<file path="src/hw/rtl/i2cm_pkg.sv">
// Package for the I2C master register access block: request/result types and codes.
package i2cm_pkg;

  localparam logic [7:0] ACK_WAIT_LIMIT_RESET = 8'd255;
  localparam int unsigned BITS_PER_BYTE = 8;

  typedef enum logic [1:0] {
    MODE_TICK  = 2'd0,
    MODE_WRITE = 2'd1,
    MODE_READ  = 2'd2,
    MODE_RSVD  = 2'd3
  } mode_t;

  typedef enum logic [17:0] {
    PH_IDLE      = 18'h00001,
    PH_START_A   = 18'h00002,
    PH_START_B   = 18'h00004,
    PH_START_C   = 18'h00008,
    PH_START_D   = 18'h00010,
    PH_WBIT_SET  = 18'h00020,
    PH_WBIT_HIGH = 18'h00040,
    PH_WBIT_LOW  = 18'h00080,
    PH_WREL      = 18'h00100,
    PH_ACK_RISE  = 18'h00200,
    PH_ACK_WAIT  = 18'h00400,
    PH_RBIT_HIGH = 18'h00800,
    PH_RBIT_LOW  = 18'h01000,
    PH_RREL      = 18'h02000,
    PH_STOP_A    = 18'h04000,
    PH_STOP_B    = 18'h08000,
    PH_STOP_C    = 18'h10000,
    PH_STOP_D    = 18'h20000
  } phase_t;

  // Which byte of the transaction is on the bus.
  typedef enum logic [2:0] {
    ST_DEV  = 3'd0,
    ST_WORD = 3'd1,
    ST_DATA = 3'd2,
    ST_DEV2 = 3'd3,
    ST_READ = 3'd4
  } stage_t;

  typedef struct packed {
    logic [1:0] mode;
    logic [7:0] device_addr;
    logic [7:0] word_addr;
    logic [7:0] write_data;
    logic       sda_in;
  } in_t;

  typedef struct packed {
    logic       scl_out;
    logic       sda_out;
    logic       busy_res;
    logic       read_valid;
    logic [7:0] read_data;
  } out_t;

endpackage

</file>
<file path="src/hw/rtl/i2cm_seq.sv">
// Bit-level I2C sequencer: one pin step per accepted request.
module i2cm_seq (
  input  logic          clk,
  input  logic          rst,
  input  logic          advance,
  input  i2cm_pkg::in_t req,
  input  logic [7:0]    ack_wait_limit,
  output i2cm_pkg::out_t res_next
);
  import i2cm_pkg::*;

  phase_t     phase, phase_next;
  stage_t     stage, stage_next;
  logic [3:0] bit_count, bit_count_next;
  logic [7:0] shift_reg, shift_reg_next;
  logic [7:0] ack_wait_count, ack_wait_count_next;
  logic [7:0] held_device_addr, held_device_addr_next;
  logic [7:0] held_word_addr, held_word_addr_next;
  logic [7:0] held_write_data, held_write_data_next;
  logic       is_read, is_read_next;
  logic       scl_level, scl_level_next;
  logic       sda_level, sda_level_next;
  logic       done_read;
  logic [3:0] bit_inc;

  assign bit_inc = bit_count + 4'd1;

  always_comb begin
    phase_next            = phase;
    stage_next            = stage;
    bit_count_next        = bit_count;
    shift_reg_next        = shift_reg;
    ack_wait_count_next   = ack_wait_count;
    held_device_addr_next = held_device_addr;
    held_word_addr_next   = held_word_addr;
    held_write_data_next  = held_write_data;
    is_read_next          = is_read;
    scl_level_next        = scl_level;
    sda_level_next        = sda_level;
    done_read             = 1'b0;

    unique case (phase)
      PH_IDLE: begin
        if (req.mode == MODE_WRITE || req.mode == MODE_READ) begin
          held_device_addr_next = req.device_addr;
          held_word_addr_next   = req.word_addr;
          held_write_data_next  = req.write_data;
          is_read_next          = (req.mode == MODE_READ);
          stage_next            = ST_DEV;
          scl_level_next        = 1'b0;
          sda_level_next        = 1'b1;
          phase_next            = PH_START_B;
        end
      end
      PH_START_A: begin
        scl_level_next = 1'b0;
        sda_level_next = 1'b1;
        phase_next     = PH_START_B;
      end
      PH_START_B: begin
        scl_level_next = 1'b1;
        phase_next     = PH_START_C;
      end
      PH_START_C: begin
        sda_level_next = 1'b0;
        phase_next     = PH_START_D;
      end
      PH_START_D: begin
        scl_level_next = 1'b0;
        shift_reg_next = (stage == ST_DEV2) ? held_device_addr + 8'd1 : held_device_addr;
        bit_count_next = '0;
        phase_next     = PH_WBIT_SET;
      end
      PH_WBIT_SET: begin
        sda_level_next = shift_reg[7];
        shift_reg_next = {shift_reg[6:0], 1'b0};
        phase_next     = PH_WBIT_HIGH;
      end
      PH_WBIT_HIGH: begin
        scl_level_next = 1'b1;
        phase_next     = PH_WBIT_LOW;
      end
      PH_WBIT_LOW: begin
        scl_level_next = 1'b0;
        bit_count_next = bit_inc;
        phase_next     = (bit_inc >= 4'(BITS_PER_BYTE)) ? PH_WREL : PH_WBIT_SET;
      end
      PH_WREL: begin
        sda_level_next = 1'b1;
        phase_next     = PH_ACK_RISE;
      end
      PH_ACK_RISE: begin
        scl_level_next      = 1'b1;
        ack_wait_count_next = '0;
        phase_next          = PH_ACK_WAIT;
      end
      PH_ACK_WAIT: begin
        if (req.sda_in && ack_wait_count < ack_wait_limit) begin
          ack_wait_count_next = ack_wait_count + 8'd1;
        end else begin
          scl_level_next = 1'b0;
          case (stage)
            ST_DEV: begin
              stage_next     = ST_WORD;
              shift_reg_next = held_word_addr;
              bit_count_next = '0;
              phase_next     = PH_WBIT_SET;
            end
            ST_WORD: begin
              if (is_read) begin
                stage_next = ST_DEV2;
                phase_next = PH_START_A;
              end else begin
                stage_next     = ST_DATA;
                shift_reg_next = held_write_data;
                bit_count_next = '0;
                phase_next     = PH_WBIT_SET;
              end
            end
            ST_DEV2: begin
              stage_next     = ST_READ;
              bit_count_next = '0;
              phase_next     = PH_RBIT_HIGH;
            end
            default: phase_next = PH_STOP_A;
          endcase
        end
      end
      PH_RBIT_HIGH: begin
        scl_level_next = 1'b1;
        phase_next     = PH_RBIT_LOW;
      end
      PH_RBIT_LOW: begin
        shift_reg_next = {shift_reg[6:0], req.sda_in};
        scl_level_next = 1'b0;
        bit_count_next = bit_inc;
        phase_next     = (bit_inc >= 4'(BITS_PER_BYTE)) ? PH_RREL : PH_RBIT_HIGH;
      end
      PH_RREL: begin
        sda_level_next = 1'b1;  // NACK the read byte
        phase_next     = PH_STOP_A;
      end
      PH_STOP_A: begin
        sda_level_next = 1'b0;
        phase_next     = PH_STOP_B;
      end
      PH_STOP_B: begin
        scl_level_next = 1'b1;
        phase_next     = PH_STOP_C;
      end
      PH_STOP_C: begin
        sda_level_next = 1'b1;
        phase_next     = PH_STOP_D;
      end
      PH_STOP_D: begin
        scl_level_next = 1'b0;
        done_read      = is_read && (stage == ST_READ);
        stage_next     = ST_DEV;
        phase_next     = PH_IDLE;
      end
      default: begin
        phase_next = PH_IDLE;
        stage_next = ST_DEV;
      end
    endcase
  end

  always_comb begin
    res_next.scl_out    = scl_level_next;
    res_next.sda_out    = sda_level_next;
    res_next.busy_res   = (phase_next != PH_IDLE);
    res_next.read_valid = done_read;
    res_next.read_data  = done_read ? shift_reg_next : 8'd0;
  end

  always_ff @(posedge clk) begin
    if (rst) begin
      phase            <= PH_IDLE;
      stage            <= ST_DEV;
      bit_count        <= '0;
      shift_reg        <= '0;
      ack_wait_count   <= '0;
      held_device_addr <= '0;
      held_word_addr   <= '0;
      held_write_data  <= '0;
      is_read          <= 1'b0;
      scl_level        <= 1'b1;
      sda_level        <= 1'b1;
    end else if (advance) begin
      phase            <= phase_next;
      stage            <= stage_next;
      bit_count        <= bit_count_next;
      shift_reg        <= shift_reg_next;
      ack_wait_count   <= ack_wait_count_next;
      held_device_addr <= held_device_addr_next;
      held_word_addr   <= held_word_addr_next;
      held_write_data  <= held_write_data_next;
      is_read          <= is_read_next;
      scl_level        <= scl_level_next;
      sda_level        <= sda_level_next;
    end
  end

  a_bit_count_range: assert property (@(posedge clk) disable iff (rst)
    bit_count <= 4'(BITS_PER_BYTE))
    else $error("bit counter past one byte");

  a_idle_stage: assert property (@(posedge clk) disable iff (rst)
    phase == PH_IDLE |-> stage == ST_DEV)
    else $error("idle with a byte stage left over");

  a_done_ends_busy: assert property (@(posedge clk) disable iff (rst)
    advance && res_next.read_valid |=> phase == PH_IDLE && !is_read == 1'b0)
    else $error("read completion without return to idle");

endmodule

</file>
<file path="src/hw/rtl/i2c_master_register_access.sv">
// Top level of the bit-level I2C master that reads or writes one register byte.
//
//   channel | signals                    | accepted when
//   --------+----------------------------+------------------------------
//   request | in_valid/in_ready/in_data  | in_valid && in_ready
//   result  | out_valid/out_ready/out_data | out_valid && out_ready
//   config  | cfg_we/cfg_wdata           | cfg_we (ack_wait_limit)
//
// Each request is one bus tick and yields exactly one result in the following cycle.
// A request can be accepted every cycle while results are taken; the pace is set
// by the single pass through the sequencer's next-step logic into the result register.
// The result register is reloaded in the cycle it is taken, so a stalled
// consumer blocks requests only while the held result is not taken.
// Synchronous reset: bus released (SCL and SDA high), idle, ack limit 255.
module i2c_master_register_access (
  input  logic            clk,
  input  logic            rst,
  input  logic            in_valid,
  output logic            in_ready,
  input  i2cm_pkg::in_t   in_data,
  output logic            out_valid,
  input  logic            out_ready,
  output i2cm_pkg::out_t  out_data,
  input  logic            cfg_we,
  input  logic [7:0]      cfg_wdata
);
  import i2cm_pkg::*;

  logic [7:0] ack_wait_limit;
  logic       advance;
  out_t       res_next;

  // Result slot free, or being emptied this cycle.
  assign in_ready = !out_valid || out_ready;
  assign advance  = in_valid && in_ready;

  always_ff @(posedge clk) begin
    if (rst) begin
      ack_wait_limit <= ACK_WAIT_LIMIT_RESET;
    end else if (cfg_we) begin
      ack_wait_limit <= cfg_wdata;
    end
  end

  i2cm_seq u_seq (
    .clk            (clk),
    .rst            (rst),
    .advance        (advance),
    .req            (in_data),
    .ack_wait_limit (ack_wait_limit),
    .res_next       (res_next)
  );

  always_ff @(posedge clk) begin
    if (rst) begin
      out_valid <= 1'b0;
    end else if (advance) begin
      out_valid <= 1'b1;
    end else if (out_ready) begin
      out_valid <= 1'b0;
    end
  end

  // Payload register, no reset needed.
  always_ff @(posedge clk) begin
    if (advance) begin
      out_data <= res_next;
    end
  end

  a_read_not_busy: assert property (@(posedge clk) disable iff (rst)
    out_valid && out_data.read_valid |-> !out_data.busy_res)
    else $error("read result flagged while still busy");

  a_result_from_request: assert property (@(posedge clk) disable iff (rst)
    $rose(out_valid) |-> $past(in_valid))
    else $error("result appeared without a request");

  a_result_held: assert property (@(posedge clk) disable iff (rst)
    out_valid && !out_ready |=> out_valid && $stable(out_data))
    else $error("held result changed or dropped");

endmodule

</file>
<file path="config.mk">
export PLATFORM = sky130hd
export DESIGN_NAME = i2c_master_register_access
export DESIGN_NICKNAME = d
export VERILOG_FILES = /design/src/hw/rtl/i2cm_pkg.sv /design/src/hw/rtl/i2cm_seq.sv /design/src/hw/rtl/i2c_master_register_access.sv
export SDC_FILE = /design/constraint.sdc
export NUM_CORES = 1
export LEC_CHECK = 0
export BUFFER_PORTS_ARGS = -buffer_cell sky130_fd_sc_hd__buf_2
export CAP_MARGIN = 15
export CELL_PAD_IN_SITES_DETAIL_PLACEMENT = 0
export CELL_PAD_IN_SITES_GLOBAL_PLACEMENT = 2
export CORE_ASPECT_RATIO = 1.25
export CORE_MARGIN = 2
export CORE_UTILIZATION = 35
export DETAILED_ROUTE_END_ITERATION = 12
export PLACE_DENSITY = 0.78
export SETUP_SLACK_MARGIN = 0.2
export SYNTH_ARGS = -nofsm -noshare
export SYNTH_HDL_FRONTEND = slang
export SYNTH_SLANG_ARGS = --single-unit
</file>
<file path="constraint.sdc">
create_clock -name clk -period 3.4 [get_ports clk]
set_input_delay 0.17 -clock clk [delete_from_list [all_inputs] [get_ports clk]]
set_output_delay 0.17 -clock clk [all_outputs]
set_load 0.05 [all_outputs]
</file>
Word-level counts from Yosys, hierarchy flattened
Index checks and enable logic that the tools add are counted.
{ "word_totals": {"ff_bits": 89} }
{ "op_classes": {"reduce_logical": 21, "magnitude_cmp": 2, "eq_ne": 30, "n_addsub": 3, "bitwise_logic": 1, "mux": 31} }
{ "op_table": {"columns": ["operator", "n"], "rows": [
  ["$pmux W18 S17", 1],
  ["$pmux W18 S3", 1],
  ["$mux W18", 2],
  ["$mux W8", 4],
  ["$pmux W8 S2", 2],
  ["$pmux W8 S4", 1],
  ["$eq A18 B1 Y1 const B", 1],
  ["$eq A18 B10 Y1 const B", 1],
  ["$eq A18 B11 Y1 const B", 1],
  ["$eq A18 B12 Y1 const B", 1],
  ["$eq A18 B13 Y1 const B", 1],
  ["$eq A18 B14 Y1 const B", 1],
  ["$eq A18 B15 Y1 const B", 1],
  ["$eq A18 B16 Y1 const B", 1],
  ["$eq A18 B17 Y1 const B", 1],
  ["$eq A18 B18 Y1 const B", 1],
  ["$eq A18 B2 Y1 const B", 1],
  ["$eq A18 B3 Y1 const B", 1],
  ["$eq A18 B4 Y1 const B", 1],
  ["$eq A18 B5 Y1 const B", 1],
  ["$eq A18 B6 Y1 const B", 1],
  ["$eq A18 B7 Y1 const B", 1],
  ["$eq A18 B8 Y1 const B", 1],
  ["$eq A18 B9 Y1 const B", 1],
  ["other kinds (38)", 59]
]} }

Logic depth before layout (Yosys ltp)
Gate-level depths: netlist (run 1).
{ "depth": {"depth_word": 5, "depth_mapped": 10, "depth_no_buf": 9} }

Modules after synthesis
A second synthesis (run 1) with hierarchy kept.
{ "hier_totals": {"hier_cells": 565, "area_unflattened_um2": 4931.0} }
{ "by_module_without_submodules": {"columns": ["mod", "n_inst", "area_each_um2", "seq_area_each_um2", "cells_per_inst"], "rows": [
  ["i2cm_seq", 1, 4226.6, 1361.3, 522],
  ["i2c_master_register_access", 1, 704.4, 540.5, 43]
]} }

Worst setup path before layout (run 1)
OpenSTA, ideal clock, no wires.
{ "synth_timing": {"path_type": "reg2reg", "from": "register u_seq.phase[13]", "to": "register out_data[3] (netlist bit) (data pin)", "path_stages_with_launch": 9, "setup_slack_ns": 0.785, "setup_time_ns": 0.265, "arrival_ns": 2.351, "path_cell_list": "dfxtp_1 -> buf_6 -> or4_4 -> nor4_2 -> nor3b_2 -> nor3_1 -> a21o_1 -> a22oi_1 -> a21oi_1"} }
{ "synth_between": {"elab_chain_len": 2, "elab_cells_between_ends": 7, "classes_between": "eq/ne (5); mux (2)"} }
{ "synth_lines": {"columns": ["element", "line_no", "rtl"], "rows": [
  ["start, declared", "i2cm_seq.sv:12", "phase_t phase, phase_next;"],
  ["start signal, assigned", "i2cm_seq.sv:190", "phase <= phase_next;"],
  ["$eq A18 B13 Y1 (tied with other cells)", "i2cm_seq.sv:42", "unique case (phase)"],
  ["$pmux W8 S4 or $mux W1 (tied branches)", "i2cm_seq.sv:42", null],
  ["end signal, assigned", "i2c_master_register_access.sv:67", "out_data <= res_next;"],
  ["end, declared", "i2c_master_register_access.sv:23", "output i2cm_pkg::out_t out_data,"]
]} }
Several ways; a longest one is shown, not always the timed one.
A chain may end at the register's enable or synchronous reset.

Final worst setup path (run 1)
{ "layout_timing": {"from": "register u_seq.phase[8]", "to": "register out_data[6] (netlist bit) (data pin)"} }
The elaborated chain is that of the path after synthesis.

==> summary.md, run 1 <==
| Metric | Value |
|---|---|
| Die W | approximately 110 microns |
| Worst Hold Path EP | ack_wait_limit[7] |
| CP Class | reg2reg |
| Tot Pwr | approximately 2.4 mW |
| Number of synthesized flops with an enable pin | 12 |
| Ys Warns | 0 |
| TNS Setup | 0 ns |
| Final instance area | 0.00531 sq mm |
| Die area | 0.0140 sq mm |
| Pre-Repair DR Iteration Count | 5 |
| Fmax | 0.337 GHz |
| IO Count | 54 |
| Pwr Density | around 450 mW/mm^2 |
| Wire per inst | between 15 and 20 microns |
| Stages on the worst setup path | 8 |
| Clk_skew | between 0.004 and 0.005 ns |
| Cells after Synth | 560 |
| Initial antenna violation count | 0 |
| Max-slew headroom | approximately a third |
| GRT overflow | 0 |
| Dpl hpwl | 9.65 mm |
| Reg-to-reg endpoint | out_data[6] |
| Fin. Hold Viols | 0 |
| FF+latch area | 0.00190 sq mm |
| Dominant synthesized flop cell | dfxtp_1 |
| Type of the worst min-delay path | in2reg |
| CTS Buffer Depth | 2 |
| Clock transition at path regs | about 0.07 ns |
| Net Count, Synth | just over 600 |
| Clk pwr share | a little over two fifths |
| Max reg flops | 18 |
| Sum of buffers and inverters on the critical path | 1 |
| Ant. Diodes | 0 |
| Ys async rst share | 0% |
| Sw frac | 27.5% |
| Crit-path slowest cell | or4_1 |
| Yosys reg bits | just under 90 |
| Num CTS Buffers | 9 |
| Hold depth | 3 |
| Port Buf Inserts | 53 |
| Max-cap viol count | 0 |
| First-pass GRT wire length | 21.4 mm |
| Seq/Total Area, Yosys | 41.6% |
| Post-DR vias/cell | approximately 5.4 |
| Synth area leaders | dfxtp_1 34%, nand2_1 8.4%, edfxtp_1 7.9% |
| Register share of total power | a little under half |
| H-tree levels | 3 |
| Die Height | around 130 microns |
| CP endpoint kind | flop |
| Crit path time final | 2.97 ns |
| VDD IR-drop max | 209 uV |
| Crit-path cells | or4_1, nor4_2, nor3b_2, buf_4, nor3_1, a21o_1, a22oi_1, a21oi_1 |
| Nets | 656 |
| Final setup vio count | 0 |
| Status | finished clean |
| 1st-iter DRT viols | ~160 |
| Placed standard-cell area | about 0.005 sq mm |
| Top cells by count, synth | 102 x nand2_1, 77 x dfxtp_1, 54 x nor2_1, 52 x a21oi_1, 26 x clkbuf_1 |
| Routed Antenna Nets | 0 |
| Root Driver | clkbuf_16 |
| Comb power frac | 11.4% |
| Post-synthesis cell type count | 57 |
| Area leader, netlist | dfxtp_1 |
| RSZ-0062 raised after global routing | no |
| Int Power | 1.74 mW |
| Worst R2R Path Depth | 8 |
| Synth top area share | 33.7% |
| Crit path largest cell delay | 0.66 ns |
| GP Congestion | roughly 0.92 |
| Leakage power figure | between 2 and 2.5 nW |
| Clk sinks | about 90 |
| Fill cells | 1338 |
| Top Registers | u_seq.phase: 18 flops, out_data: 12 flops |
| Most flops, register | u_seq.phase |
| Flop-to-flop setup slack | 0.43 ns |
| Core ar. | 0.0127 sq mm |
| Initial Util | between 30% and 40% |
| Cell with the most instances after synthesis | nand2_1 |
| Largest net degree at the start of global routing | 37 |
| Post-CTS Repair Setup Buffers | 0 |
| Critical Path RT | 3.48 ns |
| CTS tree | yes |
| Critical path data arrival time | just over 3 ns |
| Final Routed Wirelength | roughly 13 mm |
| Area of the multi-input gates | 0.00249 sq mm |
| Largest delay share family, worst path | simple AND/OR/NAND/NOR gates |
| Worst skew pair latency | 0.34 ns |
| Startpoint types | flop |
| Syn Area/Cell | ~8.2 sq um |
| FF-to-FF Start | u_seq.phase[8] |
| Hold_sp | cfg_wdata[7] |
| Post-route DRC | 0 |
| Vias | 4184 |
| Vias in the first global route | ~4100 |
| Pins Over Slew Limit | 0 |
| Row cnt | 46 |
| Syn-to-layout area delta | 16.1% |
| Final worst-path cycle share | 87.4% |
| Synthesized area | approximately 0.0046 sq mm |
| Total Routing Usage GR | 19.4% |
| Ratio of cells with drive above 1 in the final layout | ~16% |
| Switch Pwr | roughly 0.66 mW |
| CP max FO | 9 |
| Pin slew with the least headroom to its limit | between 1 and 1.5 ns |
-- per-layer routing --
| metal | GRT usage [%] | routed length [microns] | up-vias |
|---|---|---|---|
| met5 | 0 | 0 | - |
| met4 | 7.60 | 275 | 0 |
| met3 | 3.71 | 469 | 17 |
| met2 | 34.3 | 6760 | 95 |
| met1 | 22.9 | 5580 | 1963 |
| li1 | - | - | 2109 |
-- kinds of logic (layout without fill, tap and decap cells) --
family                     after synthesis  in the layout  share of synthesized area, %
AOI/OAI and AO/OA                      121            121                          17.0
xor gates and xnor gates                17             17                          3.26
adders and majority gates               11             11                          3.01
buffers and inverters                   46             96                          3.99
DFF                                     89             89                          41.6
muxes                                    6              6                          1.34
and+or+nand+nor                        270            270                          29.8
-- area by class of cell --
| type | count | area share (%) |
|---|---|---|
| clock buffer | 10 | 4.71 |
| clock inverter | 6 | 0.896 |
| inverter | 17 | 1.20 |
| multi-input combinational | 425 | 47.0 |
| sequential | 89 | 35.8 |
| tap | 168 | 3.96 |
| timing repair buffer | 63 | 6.41 |
-- power groups by stage --
| stage | registers (mW) | logic [mW] | clock network (mW) |
|---|---|---|---|
| after detailed placement | 1.15 | 0.275 | 0 |
| after floorplan | 1.18 | 0.156 | 0 |
| after global routing | 1.13 | 0.303 | 1.08 |
| final | 1.13 | 0.274 | 1.00 |
| after global placement | 1.15 | 0.274 | 0 |
| after CTS | 1.13 | 0.276 | 1.03 |
-- how the worst max path moves through the flow --
stage	to	slack [ns]	startpoint
after detailed placement	out_data[11]	0.32	u_seq.phase[8]
after global routing	out_data[6]	0.33	u_seq.phase[8]
final	out_data[6]	0.43	u_seq.phase[8]
after global placement	out_data[11]	0.36	u_seq.phase[8]
after CTS	out_data[11]	0.30	u_seq.phase[8]
after floorplan	out_data[3]	0.78	u_seq.phase[13]
-- metrics by stage --
stage	utilization, %	hold slack [ns]	cells	worst slack, ns
4_1_cts	41.7	0.0305	778	0.301
3_3_place_gp	39.3	0.385	762	0.358
3_5_place_dp	39.3	0.394	762	0.325
2_1_floorplan	-	0.296	560	0.785
5_1_grt	41.7	0.0425	778	0.326
6_report	41.7	0.0420	778	0.428
-- tightest hold or removal path, stage by stage --
cell      delay, ns
buf_2          0.07
nand2_1        0.04
o211ai_1       0.06
-- what timing repair did --
| action | 4_1_cts | 5_1_grt |
|---|---|---|
| resized for setup | 0 | 1 |
| setup endpoints to repair | 0 | 6 |
| hold buffers | 0 | 0 |
-- placed cells by master (no fill, tap or decap), types with 3 or more instances in the layout --
cell type / n
nand2_1: 102
dfxtp_1: 77
nor2_1: 54
buf_2: 53
a21oi_1: 52
nor3_1: 20
inv_1: 16
a22oi_1: 16
nand3_1: 15
nand4_1: 14
xnor2_1: 14
nor4_1: 12
edfxtp_1: 12
ha_1: 11
o211ai_1: 10
clkbuf_16: 10
buf_4: 10
nor2b_1: 9
o21ai_0: 8
and4b_1: 6
and3_1: 6
a31oi_1: 6
a211oi_1: 5
and2_1: 5
mux2i_1: 5
nor4_2: 4
nand2b_1: 3
or4_4: 3
or4_1: 3
nor4b_1: 3
or3_1: 3
xor2_1: 3
a21oi_2: 3
o21ai_1: 3
Note: power is estimated with default switching activity, not from simulation.
==> run 2: changes to the inputs <==
Settings changed: CORE_ASPECT_RATIO 1.25 to 0.8.
==> run 2 against run 1 <==
  * Worst setup slack lost 0.055 ns
  * Critical endpoint is now out_data[11]
  * Critical path type unchanged
  * Highest routed layer unchanged
  * Fmax fell by 1.8%
  * Clock skew up 0.0015 ns
==> summary.md, run 2 (synthesized netlist as in run 1, its figures left out) <==
| Metric | Value |
|---|---|
| Status | finished clean |
| Wire per inst | between 15 and 20 microns |
| Clk_skew | between 0.006 and 0.007 ns |
| Pre-CTS setup slack | 0.444 ns |
| Leakage power figure | 2.02 nW |
| Routed Antenna Nets | 0 |
| Pin slew with the least headroom to its limit | approximately 0.77 ns |
| Critical Path Start | u_seq.phase[8] |
| Nets | 657 |
| Total Routing Usage GR | 18.2% |
| Die area | around 0.014 sq mm |
| H-tree levels | 3 |
| Fin Hold WS | around 0.043 ns |
| CTS tree | yes |
| Tot Pwr | 2.48 mW |
| GRT overflow | 0 |
| Sum of buffers and inverters on the critical path | 0 |
| First-pass GRT wire length | approximately 20 mm |
| Pins Over Slew Limit | 0 |
| TNS Setup | 0 ns |
| Type of the worst min-delay path | in2reg |
| RSZ-0062 raised after global routing | no |
| Die W | 132 microns |
| Final worst-path cycle share | 89.0% |
| Most common cell after layout, fill and taps aside | nand2_1 |
| 1st-iter DRT viols | 290 |
| Post-route DRC | 0 |
| IO Count | 54 |
| Crit-path cells | or4_1, nor4_1, a32oi_1, nand4_1, nor3_1, o31ai_1, nand2_1 |
| Largest delay share family, worst path | simple AND/OR/NAND/NOR gates |
| Post-DR vias/cell | ~5.3 |
| Num CTS Buffers | 9 |
| Crit path time final | around 3.0 ns |
| Fmax | approximately 0.33 GHz |
| Root Driver | clkbuf_16 |
| Final setup vio count | 0 |
| Crit-path slowest cell | nor4_1 |
| Initial Util | between 30% and 40% |
| Vias | 4198 |
| Max-slew headroom | around half |
| Startpoint types | flop |
| Port Buf Inserts | between 50 and 60 |
| Fill cells | approximately 1300 |
| VDD IR-drop max | 217 uV |
| Hold buffers post-CTS | 0 |
| Max reg flops | 18 |
| Clk sinks | 89 |
| Vias in the first global route | 3893 |
| Final Routed Wirelength | ~13 mm |
| Final Util | 41.6% |
| CP max FO | 7 |
| Pre-Repair DR Iteration Count | 5 |
| Crit path largest cell delay | 0.65 ns |
| CTS Buffer Depth | 2 |
| Top Registers | u_seq.phase: 18 flops, out_data: 12 flops |
| Initial antenna violation count | 0 |
| Worst skew pair latency | between 0.3 and 0.4 ns |
| Placed Instances | 770 |
| Clock transition at path regs | roughly 0.070 ns |
| Critical path data arrival time | 3.10 ns |
| Max-cap viol count | 0 |
| Final instance area | around 0.0053 sq mm |
| Post-CTS Repair Setup Buffers | 0 |
| Final Non-Filler Cells | approximately 800 |
| Syn-to-layout area delta | 16.7% |
| GP Congestion | roughly 0.82 |
| CP endpoint kind | flop |
| Final setup margin | approximately 0.37 ns |
| Placed standard-cell area | roughly 0.005 sq mm |
| Pwr Density | approximately 460 mW/mm^2 |
| Core ar. | 0.0128 sq mm |
| Hold_sp | cfg_wdata[7] |
| Cts repair resizes | 0 |
| FF-to-FF Start | u_seq.phase[8] |
| Fin. Hold Viols | 0 |
| Critical Path RT | between 3 and 4 ns |
| Commonest non-fill, non-tap cells in the layout | 102 x nand2_1, 77 x dfxtp_1, 54 x nor2_1 |
| Ant. Diodes | 0 |
| CP Class | reg2reg |
| Most flops, register | u_seq.phase |
| Ratio of cells with drive above 1 in the final layout | 15.9% |
| Largest net degree at the start of global routing | 58 |
| Die Height | approximately 110 microns |
| Row cnt | 37 |
| Dpl hpwl | about 9.1 mm |
[run 2: worst paths after layout]
path | end | slack (ns) | depth (start not counted)
max reg2reg | out_data[11] | 0.37 | 7
max | out_data[11] | 0.37 | 7
min reg2reg | u_seq.held_word_addr[0] | 0.45 | 2
min | ack_wait_limit[7] | 0.04 | 3
[run 2: area by class of cell]
cell class / count / area (sq um) / share of cell area (%)
inverter: 17 / 63.8 / 1.20
clock buffer: 10 / 229 / 4.29
tap: 175 / 219 / 4.10
clock inverter: 6 / 88.8 / 1.66
timing repair buffer: 64 / 348 / 6.52
sequential: 89 / 1900 / 35.6
multi-input combinational: 425 / 2490 / 46.6
[run 2: tightest hold or removal path: stages]
cell	delay, ns
buf_2	0.08
nand2_1	0.04
o211ai_1	0.06
[run 2: where the power goes]
group | internal, mW | switching (mW)
clock network | 0.648 | 0.430
logic | 0.0901 | 0.185
registers | 1.10 | 0.0246
total | 1.84 | 0.640
[run 2: per-layer routing]
layer | part of all wire (%) | routed length [microns] | vias to the layer above | GRT usage [%]
met3 | 5.2 | 656 | 14 | 4.20
met1 | 54 | 6720 | 1972 | 27.5
met4 | 1.1 | 139 | 0 | 5.05
met2 | 40 | 5040 | 105 | 25.5
li1 | - | - | 2107 | -
met5 | 0 | 0 | - | 0
